## src/ppr_pkg.sv

```systemverilog
// ----------------------------------------------------------------------------
// ppr_pkg: shared types and constants of the point rotate/project block
// Widths, register indexes, control struct and the quarter sine table builder.
// ----------------------------------------------------------------------------
package ppr_pkg;

    localparam int IO_W       = 16;   // port coordinate width
    localparam int DATA_W     = 22;   // internal coordinate width, holds all rotation growth
    localparam int CFG_IDX_W  = 3;
    localparam int CFG_DATA_W = 11;
    localparam int ANGLE_W    = 9;
    localparam int MAP_W      = 11;
    localparam int TILE_W     = 8;

    localparam int TAB_W      = 21;   // holds 2^frac for frac up to 20
    localparam int TAB_DEPTH  = 91;
    localparam int TAB_IDX_W  = 7;

    localparam int QUARTER_DEG = 90;
    localparam int HALF_DEG    = 180;
    localparam int THREE_Q_DEG = 270;
    localparam int FULL_DEG    = 360;
    localparam int ISO_DEG     = 30;

    localparam longint unsigned PI_Q30 = 64'd3373259426;

    typedef enum logic [CFG_IDX_W-1:0] {
        REG_ANGLE_X     = 3'd0,
        REG_ANGLE_Y     = 3'd1,
        REG_ANGLE_Z     = 3'd2,
        REG_ISO_MODE    = 3'd3,
        REG_MAP_COLUMNS = 3'd4,
        REG_MAP_ROWS    = 3'd5,
        REG_TILE_SIZE   = 3'd6
    } cfg_reg_t;

    typedef logic [TAB_W-1:0] sin_tab_t [TAB_DEPTH];

    typedef struct packed {
        logic                     iso_mode;
        logic signed [DATA_W-1:0] x_off;
        logic signed [DATA_W-1:0] y_off;
    } ppr_ctrl_t;

    // sin(d deg), d = 0..90, Taylor series in Q30, rounded to frac_bits.
    // Evaluated at elaboration only.
    function automatic sin_tab_t sine_table(input int unsigned frac_bits);
        sin_tab_t          tab;
        longint unsigned   x;
        longint unsigned   x2;
        longint unsigned   term;
        longint unsigned   r;
        longint            sum;
        for (int d = 0; d < TAB_DEPTH; d++) begin
            x    = (64'(d) * PI_Q30) / 64'(HALF_DEG);
            x2   = (x * x) >> 30;
            term = x;
            sum  = signed'(x);
            for (int n = 1; n <= 9; n++) begin
                term = ((term * x2) >> 30) / 64'((2 * n) * (2 * n + 1));
                if ((n & 1) != 0)
                    sum = sum - signed'(term);
                else
                    sum = sum + signed'(term);
            end
            if (sum < 0)
                sum = 0;
            r = (unsigned'(sum) + (64'd1 << (29 - frac_bits))) >> (30 - frac_bits);
            if (r > (64'd1 << frac_bits))
                r = 64'd1 << frac_bits;
            tab[d] = r[TAB_W-1:0];
        end
        return tab;
    endfunction

endpackage

```

## src/ppr_proj.sv

```systemverilog
// ----------------------------------------------------------------------------
// ppr_proj: isometric projection, centering and output saturation
// Four stages: sum/difference, 30 degree multiply, truncate, offset + saturate.
// ----------------------------------------------------------------------------
module ppr_proj #(
    parameter int FRAC_BITS = 14
) (
    input  logic                              clk,
    input  logic                              rst_n,
    input  ppr_pkg::ppr_ctrl_t                ctrl,
    input  logic                              up_valid,
    output logic                              up_stall,
    input  logic signed [ppr_pkg::DATA_W-1:0] x_rot,
    input  logic signed [ppr_pkg::DATA_W-1:0] y_rot,
    input  logic signed [ppr_pkg::DATA_W-1:0] z_rot,
    output logic                              dn_valid,
    input  logic                              dn_stall,
    output logic signed [ppr_pkg::IO_W-1:0]   x_out,
    output logic signed [ppr_pkg::IO_W-1:0]   y_out,
    output logic signed [ppr_pkg::IO_W-1:0]   z_out
);
    import ppr_pkg::*;

    localparam int       CW      = FRAC_BITS + 2;
    localparam int       DW1     = DATA_W + 1;
    localparam int       QP      = DW1 + CW;
    localparam int       QS      = QP + 1;
    localparam sin_tab_t SIN_TAB = sine_table(FRAC_BITS);
    localparam logic signed [CW-1:0] S30 = CW'(SIN_TAB[ISO_DEG]);
    localparam logic signed [CW-1:0] C30 = CW'(SIN_TAB[QUARTER_DEG - ISO_DEG]);
    localparam logic signed [QS-1:0] BIAS = QS'((64'd1 << FRAC_BITS) - 64'd1);
    localparam logic signed [DW1-1:0] SAT_MAX = DW1'((1 <<< (IO_W - 1)) - 1);
    localparam logic signed [DW1-1:0] SAT_MIN = DW1'(-(1 <<< (IO_W - 1)));

    logic [3:0] vld_reg;
    logic [3:0] rdy;

    logic signed [DW1-1:0]    dif_reg, sum_reg;
    logic signed [DATA_W-1:0] x1_reg, y1_reg, z1_reg;
    logic signed [QP-1:0]     pd_reg, ps_reg;
    logic signed [DATA_W-1:0] x2_reg, y2_reg, z2_reg;
    logic signed [DATA_W-1:0] x3_reg, y3_reg, z3_reg;
    logic signed [DATA_W-1:0] x3_next, y3_next;
    logic signed [QS-1:0]     y_iso;
    logic signed [IO_W-1:0]   x_out_reg, y_out_reg, z_out_reg;

    function automatic logic signed [DATA_W-1:0] trunc_frac(input logic signed [QS-1:0] v);
        logic signed [QS-1:0] biased;
        logic signed [QS-1:0] shifted;
        biased  = v + (v[QS-1] ? BIAS : '0);
        shifted = biased >>> FRAC_BITS;
        return shifted[DATA_W-1:0];
    endfunction

    function automatic logic signed [IO_W-1:0] sat16(input logic signed [DW1-1:0] v);
        logic signed [DW1-1:0] c;
        if (v > SAT_MAX)
            c = SAT_MAX;
        else if (v < SAT_MIN)
            c = SAT_MIN;
        else
            c = v;
        return c[IO_W-1:0];
    endfunction

    always_comb
    begin
        rdy[3] = !vld_reg[3] || !dn_stall;
        for (int k = 2; k >= 0; k--)
            rdy[k] = !vld_reg[k] || rdy[k+1];
    end

    always_comb
    begin
        y_iso   = QS'(ps_reg) - (QS'(z2_reg) <<< FRAC_BITS);
        x3_next = ctrl.iso_mode ? trunc_frac(QS'(pd_reg)) : x2_reg;
        y3_next = ctrl.iso_mode ? trunc_frac(y_iso) : y2_reg;
    end

    always_ff @(posedge clk or negedge rst_n)
    begin
        if (!rst_n)
        begin
            vld_reg <= '0;
        end
        else
        begin
            if (rdy[0])
                vld_reg[0] <= up_valid;
            for (int k = 1; k < 4; k++)
                if (rdy[k])
                    vld_reg[k] <= vld_reg[k-1];
        end
    end

    always_ff @(posedge clk)
    begin
        if (rdy[0] && up_valid)
        begin
            dif_reg <= DW1'(x_rot) - DW1'(y_rot);
            sum_reg <= DW1'(x_rot) + DW1'(y_rot);
            x1_reg  <= x_rot;
            y1_reg  <= y_rot;
            z1_reg  <= z_rot;
        end
        if (rdy[1] && vld_reg[0])
        begin
            pd_reg <= QP'(dif_reg) * QP'(C30);
            ps_reg <= QP'(sum_reg) * QP'(S30);
            x2_reg <= x1_reg;
            y2_reg <= y1_reg;
            z2_reg <= z1_reg;
        end
        if (rdy[2] && vld_reg[1])
        begin
            x3_reg <= x3_next;
            y3_reg <= y3_next;
            z3_reg <= z2_reg;
        end
        if (rdy[3] && vld_reg[2])
        begin
            x_out_reg <= sat16(DW1'(x3_reg) + DW1'(ctrl.x_off));
            y_out_reg <= sat16(DW1'(y3_reg) + DW1'(ctrl.y_off));
            z_out_reg <= sat16(DW1'(z3_reg));
        end
    end

    assign up_stall = !rdy[0];
    assign dn_valid = vld_reg[3];
    assign x_out    = x_out_reg;
    assign y_out    = y_out_reg;
    assign z_out    = z_out_reg;

endmodule

```

## config.mk

```make
export PLATFORM = sky130hd
export DESIGN_NAME = ppr_proj
export DESIGN_NICKNAME = d
export VERILOG_FILES = /design/src/ppr_pkg.sv /design/src/ppr_proj.sv
export SDC_FILE = /design/constraint.sdc
export NUM_CORES = 1
export LEC_CHECK = 0
export BUFFER_PORTS_ARGS = -buffer_cell sky130_fd_sc_hd__buf_2
export CAP_MARGIN = 10
export CORE_MARGIN = 1
export CORE_UTILIZATION = 50
export DETAILED_ROUTE_END_ITERATION = 10
export GPL_TIMING_DRIVEN = 0
export MAX_ROUTING_LAYER = met4
export PLACE_DENSITY = 0.72
export SYNTH_ARGS = -nofsm -noshare
export SYNTH_HDL_FRONTEND = slang
export SYNTH_SLANG_ARGS = --single-unit
```

## constraint.sdc

```tcl
create_clock -name clk -period 5.91 [get_ports clk]
set_input_delay 0.2955 -clock clk [delete_from_list [all_inputs] [get_ports clk]]
set_output_delay 0.2955 -clock clk [all_outputs]
set_load 0.1 [all_outputs]
```

==> run metrics <==
Worst Setup SP=dif_reg[6]; Starting Density=50.9%; Final Slew Violations=0; top-level I/O count=165; worst hold path stage count=1; hold path start=y_rot[5]; initial DRC count=1424; area leader, netlist=edfxtp_1; critical path peak fanout=3; root buffer cell=clkbuf_16; fillers=3964; Yosys top cell area share=41.0%; drt drc=0; failing checks=setup timing; Startpoint Class=register; Synth Instances=2282; FF+latch count, synth=354; register area=10600 sq um; Worst R2R End=pd_reg[37]; hold path endpoint=y1_reg[5]; Worst EP required=6.24 ns; via count=17800; pre-CTS WS=-0.967 ns; Main synth FF type=edfxtp_1; Antenna Nets Post-Route=0; reg2reg setup slack=-0.25 ns; TritonCTS buffer count=39; Synthesis Warnings=0; first-pass GRT wire length=94.3 mm; Post-Route WL=59.3 mm; Die W=228 microns; syn nets=2826; Max stage delay on crit path=0.54 ns; die area=52100 sq um; CTS clock-pin slew for the worst setup and hold paths=0.06 ns; Crit Path Category=register to register; pin count of the biggest net entering global routing=69; Port Buffer Count=163; Tot GR Track Use=23.7%; worst path cell trace=buf_6, ha_4, inv_4, fa_1, fa_1, inv_1, fa_2, inv_2, fa_1, inv_1, fa_1, ha_4, a21oi_4, nand2_2, a31oi_4, o21ai_4, o31a_1, a211o_1, o31a_1, a41oi_2, a21oi_2, xnor2_2; Slowest-stage cell, CP=fa_2; Slew HR=38.9%; R2R Path Start=dif_reg[6]; CTS sink count=354; Post-Syn Area per Cell=11.2 sq um; kind of end point of the critical path=register; fin crit share=104%; Avg WL per Cell=17.9 microns; core box area=50400 sq um; CP most frequent cell=fa_1; Post-synth EDFFs=350; HPWL after DPL=46.3 mm; vias in the first global route=17900; final global-route overflow total=0; Worst Tran Pin Value=0.908 ns; Layout area overhead=18.6%; Clock Latency Late Sink=0.55 ns; Core Util, Final=60.3%; ys async rst share=1.13%; outcome=finished with violations; Final WS setup=-0.251 ns; top-count cell post-synth=inv_1; Synth Cell Area=25600 sq um; Rows=82; area of the multi-input gates=14000 sq um; die height=228 microns; TritonCTS clock tree=yes; RSZ-0062 raised after global routing=yes; R2R cell count=22; Post-synth top cells=inv_1, edfxtp_1, ha_1; H-tree Lvls=2; layout cells sized above 1=16.1%; Worst EP arrival=6.49 ns; final weighted congestion in routability-driven placement=0.921; max reg flops=36; Synth cell types=85; final setup violation count=4; final hold vios=0; fmax=162 MHz; DR vias/cell=5.38; maxcap violations=0; Final #Nets=3147; clk_skew=0.0248 ns; Initial DRT Pass Iterations=5; Bufs on Longest Clock Path=3; Synth area leaders=edfxtp_1, fa_1, ha_1, inv_1, xnor2_1; final worst path period need=6.16 ns; Worst Hold Class=input port to register; register area share after synthesis=41.4%; antenna violations before repair=4
[worst max-delay path by stage]
stage	slack, ns	to	cells past startpoint
3_3_place_gp	-0.92	pd_reg[37]	20
6_report	-0.25	pd_reg[37]	22
2_1_floorplan	0.02	pd_reg[35]	21
4_1_cts	-0.32	pd_reg[37]	21
3_5_place_dp	-0.97	pd_reg[37]	20
5_1_grt	-0.40	pd_reg[37]	22
[critical path: cells and delay by family, from the launching register on]
kind | cells | cell delay (ns)
XOR/XNOR | 1 | 0.30
flip-flops | 1 | 0.51
adder cells (fa/ha/maj) | 7 | 2.95
AO/OA/AOI/OAI | 8 | 1.72
buffers and inverters | 5 | 0.37
AND/OR/NAND/NOR | 1 | 0.09
[cell type report]
cell class | count | area share, %
buffer | 35 | 0.498
sequential | 354 | 34.9
tap | 672 | 2.77
clock inverter | 22 | 0.774
multi-input combinational | 1485 | 46.0
inverter | 408 | 5.07
antenna | 5 | 0.0412
timing repair buffer | 280 | 6.46
clock buffer | 48 | 3.46
[kinds of logic (layout without fill, tap and decap cells)]
family / count (synthesis) / in the layout / synth area share, %
other cells: 0 / 5 / 0
flops: 354 / 354 / 41.4
fa+ha+maj: 429 / 429 / 26.1
xor+xnor: 160 / 160 / 5.47
mux: 5 / 5 / 0.215
compound gates: 443 / 443 / 11.6
buf+inv: 443 / 793 / 6.57
simple gates: 448 / 448 / 8.57
[through the flow]
step	hold WS, ns	cell area [sq um]	TNS [ns]	instances
final	0.0285	30400	-0.542	3309
after global routing	0.0122	30400	-1.60	3306
after CTS	0.000452	30200	-0.586	3293
after detailed placement	0.104	27500	-3.87	3122
after global placement	0.101	27300	-3.10	3117
after floorplan	-0.0000911	25700	0	2282
[metal layers]
metal	vias to the layer above	track usage [%]	routed length (microns)
li1	8552	-	-
met1	8664	31.8	26600
met2	493	39.0	28200
met3	77	2.40	3270
met4	0	5.85	1200
met5	-	-	0
[cells in the final DEF, fill, tap and decap left out, drive strengths merged, types with 57 or more instances in the layout]
master / n
nand2: 106
ha: 253
inv: 407
nor2: 127
fa: 176
edfxtp: 350
a21oi: 143
o21ai: 79
clkbuf: 77
dlygate4sd3: 57
buf: 229
xnor2: 108
[what timing repair did]
action                                  CTS  global route
hold endpoints to repair                 60             0
hold buffers                             57             0
buffers inserted                         44            11
cloned                                    0             0
endpoints found under the setup margin   13             8
pin swaps                                67            37
gates resized for setup                  81            32
Power is not shown: default switching activity piles up to over one toggle a cycle in this logic, so the estimate is an artifact.
