==> src/ppr_pkg.sv <==
// ----------------------------------------------------------------------------
// ppr_pkg: shared types and constants of the point rotate/project block
// Widths, register indexes, control struct and the quarter sine table builder.
// ----------------------------------------------------------------------------
package ppr_pkg;

    localparam int IO_W       = 16;   // port coordinate width
    localparam int DATA_W     = 22;   // internal coordinate width, holds all rotation growth
    localparam int CFG_IDX_W  = 3;
    localparam int CFG_DATA_W = 11;
    localparam int ANGLE_W    = 9;
    localparam int MAP_W      = 11;
    localparam int TILE_W     = 8;

    localparam int TAB_W      = 21;   // holds 2^frac for frac up to 20
    localparam int TAB_DEPTH  = 91;
    localparam int TAB_IDX_W  = 7;

    localparam int QUARTER_DEG = 90;
    localparam int HALF_DEG    = 180;
    localparam int THREE_Q_DEG = 270;
    localparam int FULL_DEG    = 360;
    localparam int ISO_DEG     = 30;

    localparam longint unsigned PI_Q30 = 64'd3373259426;

    typedef enum logic [CFG_IDX_W-1:0] {
        REG_ANGLE_X     = 3'd0,
        REG_ANGLE_Y     = 3'd1,
        REG_ANGLE_Z     = 3'd2,
        REG_ISO_MODE    = 3'd3,
        REG_MAP_COLUMNS = 3'd4,
        REG_MAP_ROWS    = 3'd5,
        REG_TILE_SIZE   = 3'd6
    } cfg_reg_t;

    typedef logic [TAB_W-1:0] sin_tab_t [TAB_DEPTH];

    typedef struct packed {
        logic                     iso_mode;
        logic signed [DATA_W-1:0] x_off;
        logic signed [DATA_W-1:0] y_off;
    } ppr_ctrl_t;

    // sin(d deg), d = 0..90, Taylor series in Q30, rounded to frac_bits.
    // Evaluated at elaboration only.
    function automatic sin_tab_t sine_table(input int unsigned frac_bits);
        sin_tab_t          tab;
        longint unsigned   x;
        longint unsigned   x2;
        longint unsigned   term;
        longint unsigned   r;
        longint            sum;
        for (int d = 0; d < TAB_DEPTH; d++) begin
            x    = (64'(d) * PI_Q30) / 64'(HALF_DEG);
            x2   = (x * x) >> 30;
            term = x;
            sum  = signed'(x);
            for (int n = 1; n <= 9; n++) begin
                term = ((term * x2) >> 30) / 64'((2 * n) * (2 * n + 1));
                if ((n & 1) != 0)
                    sum = sum - signed'(term);
                else
                    sum = sum + signed'(term);
            end
            if (sum < 0)
                sum = 0;
            r = (unsigned'(sum) + (64'd1 << (29 - frac_bits))) >> (30 - frac_bits);
            if (r > (64'd1 << frac_bits))
                r = 64'd1 << frac_bits;
            tab[d] = r[TAB_W-1:0];
        end
        return tab;
    endfunction

endpackage

==> src/ppr_rot.sv <==
// ----------------------------------------------------------------------------
// ppr_rot: two-stage plane rotation unit
// a' = trunc((c*a - s*b) / 2^F), b' = trunc((s*a + c*b) / 2^F), p passes.
// ----------------------------------------------------------------------------
module ppr_rot #(
    parameter int FRAC_BITS = 14
) (
    input  logic                              clk,
    input  logic                              rst_n,
    input  logic                              up_valid,
    output logic                              up_stall,
    input  logic signed [ppr_pkg::DATA_W-1:0] a_in,
    input  logic signed [ppr_pkg::DATA_W-1:0] b_in,
    input  logic signed [ppr_pkg::DATA_W-1:0] p_in,
    input  logic signed [FRAC_BITS+1:0]       sin_c,
    input  logic signed [FRAC_BITS+1:0]       cos_c,
    output logic                              dn_valid,
    input  logic                              dn_stall,
    output logic signed [ppr_pkg::DATA_W-1:0] a_out,
    output logic signed [ppr_pkg::DATA_W-1:0] b_out,
    output logic signed [ppr_pkg::DATA_W-1:0] p_out
);
    import ppr_pkg::*;

    localparam int CW = FRAC_BITS + 2;
    localparam int PW = DATA_W + CW;
    localparam int SW = PW + 1;
    localparam logic signed [SW-1:0] BIAS = SW'((64'd1 << FRAC_BITS) - 64'd1);

    logic [1:0] vld_reg;
    logic [1:0] rdy;

    logic signed [PW-1:0]     ca_reg, sb_reg, sa_reg, cb_reg;
    logic signed [DATA_W-1:0] p1_reg;
    logic signed [DATA_W-1:0] a_out_reg, b_out_reg, p_out_reg;

    function automatic logic signed [DATA_W-1:0] trunc_frac(input logic signed [SW-1:0] v);
        logic signed [SW-1:0] biased;
        logic signed [SW-1:0] shifted;
        biased  = v + (v[SW-1] ? BIAS : '0);
        shifted = biased >>> FRAC_BITS;
        return shifted[DATA_W-1:0];
    endfunction

    always_comb
    begin
        rdy[1] = !vld_reg[1] || !dn_stall;
        rdy[0] = !vld_reg[0] || rdy[1];
    end

    always_ff @(posedge clk or negedge rst_n)
    begin
        if (!rst_n)
        begin
            vld_reg <= '0;
        end
        else
        begin
            if (rdy[0])
                vld_reg[0] <= up_valid;
            if (rdy[1])
                vld_reg[1] <= vld_reg[0];
        end
    end

    always_ff @(posedge clk)
    begin
        if (rdy[0] && up_valid)
        begin
            ca_reg <= PW'(a_in) * PW'(cos_c);
            sb_reg <= PW'(b_in) * PW'(sin_c);
            sa_reg <= PW'(a_in) * PW'(sin_c);
            cb_reg <= PW'(b_in) * PW'(cos_c);
            p1_reg <= p_in;
        end
        if (rdy[1] && vld_reg[0])
        begin
            a_out_reg <= trunc_frac(SW'(ca_reg) - SW'(sb_reg));
            b_out_reg <= trunc_frac(SW'(sa_reg) + SW'(cb_reg));
            p_out_reg <= p1_reg;
        end
    end

    assign up_stall = !rdy[0];
    assign dn_valid = vld_reg[1];
    assign a_out    = a_out_reg;
    assign b_out    = b_out_reg;
    assign p_out    = p_out_reg;

endmodule

==> config.mk <==
export PLATFORM = sky130hd
export DESIGN_NAME = ppr_rot
export DESIGN_NICKNAME = d
export VERILOG_FILES = /design/src/ppr_pkg.sv /design/src/ppr_rot.sv
export SDC_FILE = /design/constraint.sdc
export NUM_CORES = 2
export LEC_CHECK = 0
export ABC_AREA = 1
export BUFFER_PORTS_ARGS = -buffer_cell sky130_fd_sc_hd__buf_4
export CAP_MARGIN = 0
export CELL_PAD_IN_SITES_DETAIL_PLACEMENT = 1
export CELL_PAD_IN_SITES_GLOBAL_PLACEMENT = 2
export CORE_UTILIZATION = 33
export DETAILED_ROUTE_END_ITERATION = 10
export GPL_TIMING_DRIVEN = 0
export PLACE_DENSITY_LB_ADDON = 0.05
export SLEW_MARGIN = 20
export SYNTH_ARGS = -nofsm -noshare
export SYNTH_HDL_FRONTEND = slang
export SYNTH_SLANG_ARGS = --single-unit
==> constraint.sdc <==
create_clock -name clk -period 4.96 [get_ports clk]
set_clock_uncertainty 0.2 [all_clocks]
set_input_delay 0.744 -clock clk [delete_from_list [all_inputs] [get_ports clk]]
set_output_delay 0.744 -clock clk [all_outputs]
set_load 0.01 [all_outputs]
==> qor.json <==
{
  "clock_tree_from_tritoncts": {"value": "built"},
  "yosys.cell_types.count": {"value": 53},
  "io_pins": {"value": 170},
  "rsz0062_at_grt": {"value": "true"},
  "grt_first_pass_wirelength": {"value": 425000, "unit": "µm"},
  "ys_top_cells_by_area": {"value": "fa_1 41%, inv_1 14%, nand2_1 11%"},
  "globalRouteOverflowTotal": {"value": 0},
  "hold_viol_final": {"value": 0},
  "final.period_utilization": {"value": 1.24},
  "wl": {"value": 298000, "unit": "µm"},
  "hold_ws": {"value": 73.3, "unit": "ps"},
  "drc": {"value": 0},
  "full_die_area": {"value": 0.205, "unit": "mm²"},
  "max-cap-violations": {"value": 0},
  "postLayoutSetupSlackWorst": {"value": -1180, "unit": "ps"},
  "cts_buffer_depth": {"value": 3},
  "inserted_clock_buffers": {"value": 31},
  "cp-start-kind": {"value": "input port"},
  "worstPathRequired": {"value": 5140, "unit": "ps"},
  "drv_slew": {"value": 0},
  "timing.critical_path.mode_cell": {"value": "fa_2"},
  "clk_root_buffer_cell": {"value": "clkbuf_16"},
  "pin_count_of_the_biggest_net_entering_global_routing": {"value": 36},
  "destination_of_the_worst_hold_path": {"value": "p1_reg[15]$_DFFE_PP_"},
  "drt_first_iter_violations": {"value": 3383},
  "crit_chain": {"value": "buf_12, clkbuf_16, buf_12, nand2_4, inv_2, fa_2, fa_2, buf_12, buf_6, fa_2, inv_2, fa_2, fa_1, inv_2, fa_1, ha_4, a21o_1, a221oi_4, o21ai_1, a31oi_2, nand3_2, xor2_2"},
  "syn-num-nets": {"value": 10302},
  "crit_path_max_fanout": {"value": 7},
  "synth_area": {"value": 0.0672, "unit": "mm²"},
  "path_clk_slew": {"value": 60, "unit": "ps"},
  "detail_route.vias_per_cell": {"value": 4.88},
  "critPathSlowestCell": {"value": "fa_2"},
  "post_synth.cell_area_avg": {"value": 8.06, "unit": "µm²"},
  "layout.nets": {"value": 10934},
  "postPlaceCellArea": {"value": 0.0754, "unit": "mm²"},
  "die_y": {"value": 453, "unit": "µm"},
  "synth_seq_area_share": {"value": 0.108},
  "post_synth_inst_count": {"value": 8336},
  "core": {"value": 0.202, "unit": "mm²"},
  "grt_antenna_before_repair": {"value": 27},
  "worst_r2r_path_depth": {"value": 27},
  "place.detailed.hpwl": {"value": 243000, "unit": "µm"},
  "antenna_left": {"value": 0},
  "yosys_warnings": {"value": 0},
  "fp_rows": {"value": 165},
  "critical_path.reg2reg.endpoint": {"value": "a_out[17]$_DFFE_PP_"},
  "synth-main-ff-cell": {"value": "edfxtp_1"},
  "numPlacedInstances": {"value": 11153},
  "hold_class": {"value": "input port to register"},
  "drt_pass1_iterations": {"value": 6},
  "layout.core_utilization": {"value": 0.432},
  "hold_path.startpoint": {"value": "p_in[15]"},
  "design_area": {"value": 0.0873, "unit": "mm²"},
  "layout-drive-gt1-share": {"value": 0.219},
  "synth_top_cell_by_area": {"value": "fa_1"},
  "min_path_cells": {"value": 1},
  "violations": {"value": "setup timing"},
  "clkSinkCount": {"value": 242},
  "via_count_of_the_first_global_routing_pass": {"value": 62153},
  "setup.worst_path.end_class": {"value": "register"},
  "starting_density_of_the_core": {"value": 0.332},
  "timing.final.setup_violations": {"value": 105},
  "finalWeightedCongestion": {"value": 0.932},
  "max_slew_headroom_at_the_worst_pin": {"value": 0.275},
  "arrival_worst_endpoint": {"value": 6320, "unit": "ps"},
  "syn_to_final_growth": {"value": 30.0, "unit": "%"},
  "ys_ff_latch": {"value": 242},
  "timing.final.crit_period": {"value": 6140, "unit": "ps"},
  "clkLatencyLatePin": {"value": 670, "unit": "ps"},
  "grt_use_total": {"value": 0.290},
  "synth_async_sr_flop_share": {"value": 0.00826},
  "synth_top_area_frac": {"value": 0.413},
  "final_cells": {"value": 11672},
  "chipWidth": {"value": 453, "unit": "µm"},
  "setup.worst_path.class": {"value": "input port to register"},
  "clock.fmax": {"value": 163, "unit": "MHz"},
  "cts_htree_levels": {"value": 1},
  "setup.worst_path.start": {"value": "b_in[21]"},
  "timing.rr.start": {"value": "ca_reg[0]$_DFFE_PP_"},
  "dr_total_vias": {"value": 56912},
  "timing.reg2reg.setup_slack": {"value": 150, "unit": "ps"},
  "quantity_of_i_o_buffers_inserted_on_ports": {"value": 137},
  "timing_worst_slew_pin_value": {"value": 1090, "unit": "ps"},
  "outcome": {"value": "finished, violations left"},
  "routedWlPerCell": {"value": 25.6, "unit": "µm"},
  "peak_per_stage_delay_on_the_critical_path": {"value": 600, "unit": "ps"},
  "synth_edf_count": {"value": 240}
}
==> synthesized netlist by cell type (17+ instances only) <==
cell,n
a21o_1,17
a21oi_1,262
clkbuf_1,279
edfxtp_1,240
fa_1,1386
ha_1,478
inv_1,2485
nand2_1,2047
nand2_2,22
nand3_1,150
nand4_1,49
nor2_1,335
nor3_1,32
o21a_1,18
o21ai_0,134
xnor2_1,79
xor2_1,138
==> area by class of cell <==
class	instances	area, µm²
fill	23193	115000
multi-input combinational	5304	54900
inverter	2500	9450
sequential	242	7260
timing repair buffer	599	5850
buffer	290	5390
tap	2672	3340
clock buffer	36	795
clock inverter	22	325
antenna	7	17.5
==> worst max-delay path: cells and delay by family <==
family          cells  cell delay (ps)
compound gates      4              920
xor+xnor            1              210
simple gates        2              260
buf+inv             8              820
fa+ha+maj           7             3340
==> cells in the final DEF (no fill, tap or decap), drive strengths merged, types with 50 or more instances in the layout <==
cell type	count
a21oi	264
nor2	351
xnor2	79
nand4	50
xor2	142
nand2	2073
fa	1386
ha	478
nand3	153
o21ai	146
buf	635
inv	2502
clkbuf	289
edfxtp	240
==> per-stage QoR <==
stage / TNS (ps) / setup slack, ps
after floorplan: -80850 / -1140
after global placement: -520700 / -3320
after detailed placement: -239790 / -3240
after CTS: -70220 / -1040
after global routing: -93500 / -1260
final: -79580 / -1180
==> cells by family (layout without fill, tap and decap cells) <==
group                      Yosys count  after routing  share of synthesized area
AOI/OAI and AO/OA                  518            518                     0.0428
xor gates and xnor gates           221            221                     0.0294
adders and majority gates         1864           1864                      0.502
buffers and inverters             2790           3447                      0.156
DFF                                242            242                      0.108
other                                0              7                          0
and+or+nand+nor                   2701           2701                      0.162
==> how the worst max path moves through the flow <==
| stage | endpoint | slack, ps | depth (start not counted) |
|---|---|---|---|
| after floorplan | sb_reg[37]$_DFFE_PP_ | -1140 | 24 |
| after global placement | cb_reg[37]$_DFFE_PP_ | -3320 | 18 |
| after detailed placement | cb_reg[37]$_DFFE_PP_ | -3240 | 22 |
| after CTS | sb_reg[36]$_DFFE_PP_ | -1040 | 21 |
| after global routing | sb_reg[36]$_DFFE_PP_ | -1260 | 22 |
| final | sb_reg[36]$_DFFE_PP_ | -1180 | 22 |
==> repair_timing <==
item	in CTS	in global routing
gates resized for setup	1045	486
endpoints found under the setup margin	123	147
gates cloned	20	10
hold endpoints to repair	2	0
pin swaps	262	350
buffers inserted	265	176
hold buffers	1	0
==> metal layers <==
metal	global-route usage	vias to the layer above	part of all wire
met1	0.400	30038	0.45
li1	-	25297	-
met4	0.0886	2	0.035
met2	0.478	1259	0.47
met5	0	-	0.000067
met3	0.0282	316	0.051
Power is left out: the tool's default activity adds up to more than one toggle a clock period on the data nets, which glitch-free logic cannot reach.
