`config.mk`:
```
export PLATFORM = sky130hd
export DESIGN_NAME = ppr_coef
export DESIGN_NICKNAME = d
export VERILOG_FILES = /design/src/ppr_pkg.sv /design/src/ppr_coef.sv
export SDC_FILE = /design/constraint.sdc
export NUM_CORES = 2
export LEC_CHECK = 0
export BUFFER_PORTS_ARGS = -buffer_cell sky130_fd_sc_hd__buf_2
export CORE_MARGIN = 3
export CORE_UTILIZATION = 45
export CTS_CLUSTER_SIZE = 14
export DETAILED_ROUTE_END_ITERATION = 7
export GPL_TIMING_DRIVEN = 0
export REMOVE_ABC_BUFFERS = 1
export SLEW_MARGIN = 40
export SYNTH_ARGS = -nofsm -noshare
export SYNTH_HDL_FRONTEND = slang
export SYNTH_SLANG_ARGS = --single-unit
```
`constraint.sdc`:
```
create_clock -name clk -period 10.3 [get_ports clk]
set_input_delay 1.545 -clock clk [delete_from_list [all_inputs] [get_ports clk]]
set_output_delay 1.545 -clock clk [all_outputs]
set_load 0.01 [all_outputs]
```
`src/ppr_pkg.sv`:
```
// ----------------------------------------------------------------------------
// ppr_pkg: shared types and constants of the point rotate/project block
// Widths, register indexes, control struct and the quarter sine table builder.
// ----------------------------------------------------------------------------
package ppr_pkg;

    localparam int IO_W       = 16;   // port coordinate width
    localparam int DATA_W     = 22;   // internal coordinate width, holds all rotation growth
    localparam int CFG_IDX_W  = 3;
    localparam int CFG_DATA_W = 11;
    localparam int ANGLE_W    = 9;
    localparam int MAP_W      = 11;
    localparam int TILE_W     = 8;

    localparam int TAB_W      = 21;   // holds 2^frac for frac up to 20
    localparam int TAB_DEPTH  = 91;
    localparam int TAB_IDX_W  = 7;

    localparam int QUARTER_DEG = 90;
    localparam int HALF_DEG    = 180;
    localparam int THREE_Q_DEG = 270;
    localparam int FULL_DEG    = 360;
    localparam int ISO_DEG     = 30;

    localparam longint unsigned PI_Q30 = 64'd3373259426;

    typedef enum logic [CFG_IDX_W-1:0] {
        REG_ANGLE_X     = 3'd0,
        REG_ANGLE_Y     = 3'd1,
        REG_ANGLE_Z     = 3'd2,
        REG_ISO_MODE    = 3'd3,
        REG_MAP_COLUMNS = 3'd4,
        REG_MAP_ROWS    = 3'd5,
        REG_TILE_SIZE   = 3'd6
    } cfg_reg_t;

    typedef logic [TAB_W-1:0] sin_tab_t [TAB_DEPTH];

    typedef struct packed {
        logic                     iso_mode;
        logic signed [DATA_W-1:0] x_off;
        logic signed [DATA_W-1:0] y_off;
    } ppr_ctrl_t;

    // sin(d deg), d = 0..90, Taylor series in Q30, rounded to frac_bits.
    // Evaluated at elaboration only.
    function automatic sin_tab_t sine_table(input int unsigned frac_bits);
        sin_tab_t          tab;
        longint unsigned   x;
        longint unsigned   x2;
        longint unsigned   term;
        longint unsigned   r;
        longint            sum;
        for (int d = 0; d < TAB_DEPTH; d++) begin
            x    = (64'(d) * PI_Q30) / 64'(HALF_DEG);
            x2   = (x * x) >> 30;
            term = x;
            sum  = signed'(x);
            for (int n = 1; n <= 9; n++) begin
                term = ((term * x2) >> 30) / 64'((2 * n) * (2 * n + 1));
                if ((n & 1) != 0)
                    sum = sum - signed'(term);
                else
                    sum = sum + signed'(term);
            end
            if (sum < 0)
                sum = 0;
            r = (unsigned'(sum) + (64'd1 << (29 - frac_bits))) >> (30 - frac_bits);
            if (r > (64'd1 << frac_bits))
                r = 64'd1 << frac_bits;
            tab[d] = r[TAB_W-1:0];
        end
        return tab;
    endfunction

endpackage

```
`src/ppr_coef.sv`:
```
// ----------------------------------------------------------------------------
// ppr_coef: configuration registers and derived coefficients
// Holds the register file, turns angles into signed sine/cosine terms and
// computes the screen offsets for the final stage.
// ----------------------------------------------------------------------------
module ppr_coef #(
    parameter int TRIG_FRAC_BITS = 14,
    parameter int SCREEN_WIDTH   = 1920,
    parameter int SCREEN_HEIGHT  = 1080
) (
    input  logic                              clk,
    input  logic                              rst_n,
    input  logic                              cfg_write,
    input  logic [ppr_pkg::CFG_IDX_W-1:0]     cfg_index,
    input  logic [ppr_pkg::CFG_DATA_W-1:0]    cfg_data,
    output logic signed [TRIG_FRAC_BITS+1:0]  sin_x,
    output logic signed [TRIG_FRAC_BITS+1:0]  cos_x,
    output logic signed [TRIG_FRAC_BITS+1:0]  sin_y,
    output logic signed [TRIG_FRAC_BITS+1:0]  cos_y,
    output logic signed [TRIG_FRAC_BITS+1:0]  sin_z,
    output logic signed [TRIG_FRAC_BITS+1:0]  cos_z,
    output ppr_pkg::ppr_ctrl_t                ctrl
);
    import ppr_pkg::*;

    localparam int       CW      = TRIG_FRAC_BITS + 2;
    localparam int       PROD_W  = MAP_W + TILE_W;
    localparam int       DIFF_W  = PROD_W + 2;
    localparam sin_tab_t SIN_TAB = sine_table(TRIG_FRAC_BITS);

    logic [ANGLE_W-1:0] angle_x_reg;
    logic [ANGLE_W-1:0] angle_y_reg;
    logic [ANGLE_W-1:0] angle_z_reg;
    logic               iso_mode_reg;
    logic [MAP_W-1:0]   map_columns_reg;
    logic [MAP_W-1:0]   map_rows_reg;
    logic [TILE_W-1:0]  tile_size_reg;

    logic signed [CW-1:0] sin_x_reg, cos_x_reg;
    logic signed [CW-1:0] sin_y_reg, cos_y_reg;
    logic signed [CW-1:0] sin_z_reg, cos_z_reg;

    logic [PROD_W-1:0]  prod_cols_reg;
    logic [PROD_W-1:0]  prod_rows_reg;
    logic signed [DIFF_W-1:0] x_diff, y_diff, x_bias, y_bias, x_half, y_half;
    ppr_ctrl_t          ctrl_next;
    ppr_ctrl_t          ctrl_reg;

    function automatic logic [ANGLE_W-1:0] reduce_angle(input logic [ANGLE_W-1:0] a);
        return (a >= ANGLE_W'(FULL_DEG)) ? a - ANGLE_W'(FULL_DEG) : a;
    endfunction

    // quadrant fold onto the 0..90 table
    function automatic logic signed [CW-1:0] sine_of(input logic [ANGLE_W-1:0] a);
        logic [TAB_IDX_W-1:0] idx;
        logic                 neg;
        logic [CW-1:0]        mag;
        if (a <= ANGLE_W'(QUARTER_DEG)) begin
            idx = TAB_IDX_W'(a);
            neg = 1'b0;
        end else if (a <= ANGLE_W'(HALF_DEG)) begin
            idx = TAB_IDX_W'(ANGLE_W'(HALF_DEG) - a);
            neg = 1'b0;
        end else if (a <= ANGLE_W'(THREE_Q_DEG)) begin
            idx = TAB_IDX_W'(a - ANGLE_W'(HALF_DEG));
            neg = 1'b1;
        end else begin
            idx = TAB_IDX_W'(ANGLE_W'(FULL_DEG) - a);
            neg = 1'b1;
        end
        mag = CW'(SIN_TAB[idx]);
        return neg ? -mag : mag;
    endfunction

    function automatic logic signed [CW-1:0] cosine_of(input logic [ANGLE_W-1:0] a);
        logic [ANGLE_W-1:0] b;
        b = a + ANGLE_W'(QUARTER_DEG);
        if (b >= ANGLE_W'(FULL_DEG))
            b = b - ANGLE_W'(FULL_DEG);
        return sine_of(b);
    endfunction

    always_ff @(posedge clk or negedge rst_n)
    begin
        if (!rst_n)
        begin
            angle_x_reg     <= '0;
            angle_y_reg     <= '0;
            angle_z_reg     <= '0;
            iso_mode_reg    <= 1'b1;
            map_columns_reg <= MAP_W'(1);
            map_rows_reg    <= MAP_W'(1);
            tile_size_reg   <= TILE_W'(1);
        end
        else if (cfg_write)
        begin
            unique case (cfg_reg_t'(cfg_index))
                REG_ANGLE_X:     angle_x_reg     <= cfg_data[ANGLE_W-1:0];
                REG_ANGLE_Y:     angle_y_reg     <= cfg_data[ANGLE_W-1:0];
                REG_ANGLE_Z:     angle_z_reg     <= cfg_data[ANGLE_W-1:0];
                REG_ISO_MODE:    iso_mode_reg    <= cfg_data[0];
                REG_MAP_COLUMNS: map_columns_reg <= cfg_data[MAP_W-1:0];
                REG_MAP_ROWS:    map_rows_reg    <= cfg_data[MAP_W-1:0];
                REG_TILE_SIZE:   tile_size_reg   <= cfg_data[TILE_W-1:0];
                default:         ;
            endcase
        end
    end

    // coefficients are registered from the angle registers
    always_ff @(posedge clk)
    begin
        sin_x_reg <= sine_of(reduce_angle(angle_x_reg));
        cos_x_reg <= cosine_of(reduce_angle(angle_x_reg));
        sin_y_reg <= sine_of(reduce_angle(angle_y_reg));
        cos_y_reg <= cosine_of(reduce_angle(angle_y_reg));
        sin_z_reg <= sine_of(reduce_angle(angle_z_reg));
        cos_z_reg <= cosine_of(reduce_angle(angle_z_reg));
        prod_cols_reg <= PROD_W'(map_columns_reg) * PROD_W'(tile_size_reg);
        prod_rows_reg <= PROD_W'(map_rows_reg) * PROD_W'(tile_size_reg);
        ctrl_reg      <= ctrl_next;
    end

    // halving rounds toward zero
    always_comb
    begin
        x_diff = DIFF_W'(SCREEN_WIDTH) - DIFF_W'(prod_cols_reg);
        y_diff = DIFF_W'(SCREEN_HEIGHT) - DIFF_W'(prod_rows_reg);
        x_bias = x_diff + {{(DIFF_W-1){1'b0}}, x_diff[DIFF_W-1]};
        y_bias = y_diff + {{(DIFF_W-1){1'b0}}, y_diff[DIFF_W-1]};
        x_half = x_bias >>> 1;
        y_half = y_bias >>> 1;
        ctrl_next.iso_mode = iso_mode_reg;
        ctrl_next.x_off    = iso_mode_reg ? DATA_W'(SCREEN_WIDTH / 2) : DATA_W'(x_half);
        ctrl_next.y_off    = DATA_W'(y_half);
    end

    assign sin_x = sin_x_reg;
    assign cos_x = cos_x_reg;
    assign sin_y = sin_y_reg;
    assign cos_y = cos_y_reg;
    assign sin_z = sin_z_reg;
    assign cos_z = cos_z_reg;
    assign ctrl  = ctrl_reg;

endmodule

```
==> results.txt <==
Critical Path Max Stage Delay = 0.79 ns
crit start category = flip-flop
vias = 31,900
DRT antenna net count = 0
die area = 72,800 um^2
Netlist cell types = 128
DRC errors left = 0
Clock Latency Late Sink = 0.62 ns
FP Rows = 96
routed length per instance = 19.6 um
worst-case clock buffer depth = 3
final hold slack = 0.496 ns
vias in the first global route = 29,300
DP Area = 32,900 um^2
largest family of logic cells by synthesized area = compound AO/OA/AOI/OAI gates
Hold Fails Final Rpt = 0
Die Ht = 270 um
top cells by area, synth = dfxtp_1 (11%), ha_1 (7.5%), fa_1 (7.1%)
die width = 270 um
asr flop ratio synth = 24.9%
leading area contributor after synthesis = dfxtp_1
Post-CTS Setup Inserts = 0
CTS tree = done
Setup CP Type = reg2reg
Largest register FFs = 41
Final Setup Violations = 0
Slew headroom = 37.5%
Gates resized, CTS repair = 0
global-route wire length before repair = 159 mm
EDFF count, synth = 0
Syn Inst Count = 4,107
Overflow after GRT = 0
syn avg cell area = 7.62 um^2
CP Data Required Time = 10.80 ns
mux share of post-synthesis cell area = 4.85%
Synth top area share = 11.2%
FILL cells = 6,884
hold buffer count at cts = 0
RSZ-0062 raised after global routing = no
Starting DRT DRC Count = 3,827
HP Class = reg2reg
total routed wirelength = 98.2 mm
post-detail-place hpwl = 70.4 mm
antenna violations before repair = 3
crit path DAT = 9.62 ns
Seq/Total Area, Yosys = 15.8%
largest net degree at the start of global routing = 53
CORE AREA = 68,700 um^2
post-route minimum period = 9.13 ns
PortBufs = 157
Starting Density = 45.6%
post-synthesis compound-gate area fraction = 30.8%
Ys Warns = 0
share of layout cells above drive strength 1 = 13.1%
design area = 34,100 um^2
run status = completed
simple-gate area share of the yosys netlist = 20.9%
Max Cap Violations = 0
First-pass DRT Iterations = 6
Layout Nets = 4,373
GPL Wtd Cong = 0.937
IO Pins = 158
ys flop type = dfxtp_1
period utilization = 88.6%
CP max FO = 16
met1 global-route usage = 37.5%
synthesized cell area = 31,300 um^2
Crit path top cell by count = ha_1
Max Clk Rate = 0.110 GHz
Tightest Pin Transition = 0.930 ns
Area Overhead vs Synth = 8.94%
CTS clk-pin slew, worst paths = 0.06 ns
XOR/XNOR Fraction of Synth Area = 6.17%
met2 usage = 39.5%
Vias/cell = 6.37
Num CTS Buffers = 30
Max Clock Skew = 0.0285 ns
clock sinks = 233
Post-Synth Adder-Cell Area = 14.6%
H-tree depth = 1
antenna diode count = 0
Final Max Tran Viols = 0
Crit-path slowest cell = nor3_1
total track usage = 25.6%
synthesized flop and latch total = 233
CTS Root Cell = clkbuf_16
gr busiest metal = met2
met3 Usage GRT = 3.45%
nature of the critical path endpoint = flip-flop
==> layout make-up <==
class | count | area, um^2 | share of cell area [%]
clock buffers | 38 | 831 | 2.44
multi-input cells | 3347 | 24600 | 72.2
well taps | 931 | 1160 | 3.42
repair buffers | 212 | 1360 | 3.99
clock inverters | 18 | 265 | 0.778
flip-flops and latches | 233 | 4970 | 14.6
inverters | 234 | 882 | 2.59
==> stage by stage <==
step	std cells	TNS [ns]	util [%]	setup WS [ns]
after floorplan	3814	0	-	1.15
after global placement	4902	-38.14	46.6	-2.30
after detailed placement	4957	0	48.0	1.26
after CTS	5013	0	49.5	1.25
after global routing	5013	0	49.6	0.500
final	5013	0	49.6	1.17
==> worst max-delay path: cells and delay by family (launching register included) <==
family / cells / cell delay (ns)
AO/OA/AOI/OAI: 11 / 3.48
AND/OR/NAND/NOR: 9 / 3.15
adder cells (fa/ha/maj): 3 / 0.84
buffers and inverters: 4 / 0.67
flip-flops: 1 / 0.50
multiplexers: 1 / 0.33
==> synth_stat cells, drive strengths merged, types with 20 or more instances <==
cell type,count
buf,95
a21o,36
a2111oi,25
nor4,38
a22oi,24
xnor2,149
dfxtp,175
nor2,315
a211oi,78
dfrtp,54
nor2b,21
a211o,24
o221ai,20
and3,28
o21ai,278
ha,187
a311oi,33
o211ai,76
mux2,54
o311ai,34
o22ai,33
nand3,129
mux2i,43
clkbuf,198
a21oi,325
nand2,411
and2,135
fa,111
a31oi,83
nand4,26
nand2b,26
or3,38
o21a,23
a221oi,39
inv,229
nor3,112
xor2,63
o31ai,36
mux4,21
==> path summary, 6_finish.rpt <==
path | startpoint | end | slack, ns | cells after the start
setup / recovery | angle_z_reg[3] | cos_z[14] | 1.17 | 28
hold / removal | prod_rows_reg[10] | ctrl[9] | 0.50 | 1
setup reg to reg | angle_z_reg[3] | cos_z[14] | 1.17 | 28
hold reg to reg | prod_rows_reg[10] | ctrl[9] | 0.50 | 1
max in group asynchronous | rst_n | map_columns_reg[0] | 8.89 | 2
min in group asynchronous | rst_n | angle_x_reg[8] | 0.84 | 1
==> cells in the final DEF, fill, tap and decap left out, drive strengths merged, types with 135 or more instances in the layout <==
cell	netlist	layout
inv	229	232
buf	95	212
a21oi	325	325
and2	135	135
ha	187	187
nor2	315	315
o21ai	278	278
xnor2	149	149
dfxtp	175	175
nand2	411	411
==> cell families after synthesis <==
kind of cell	after synthesis
AO/OA/AOI/OAI	1375
AND/OR/NAND/NOR	1342
buffers and inverters	527
adder cells (fa/ha/maj)	300
flip-flops	233
XOR/XNOR	212
multiplexers	118
==> metal layers <==
metal,part of all wire (%),vias to the layer above
met5,0.013,-
li1,-,15100
met4,2.5,2
met3,8.0,183
met1,46,15200
met2,44,1483
Power is not shown: default switching activity piles up to over one toggle a cycle in this logic, so the estimate is an artifact.
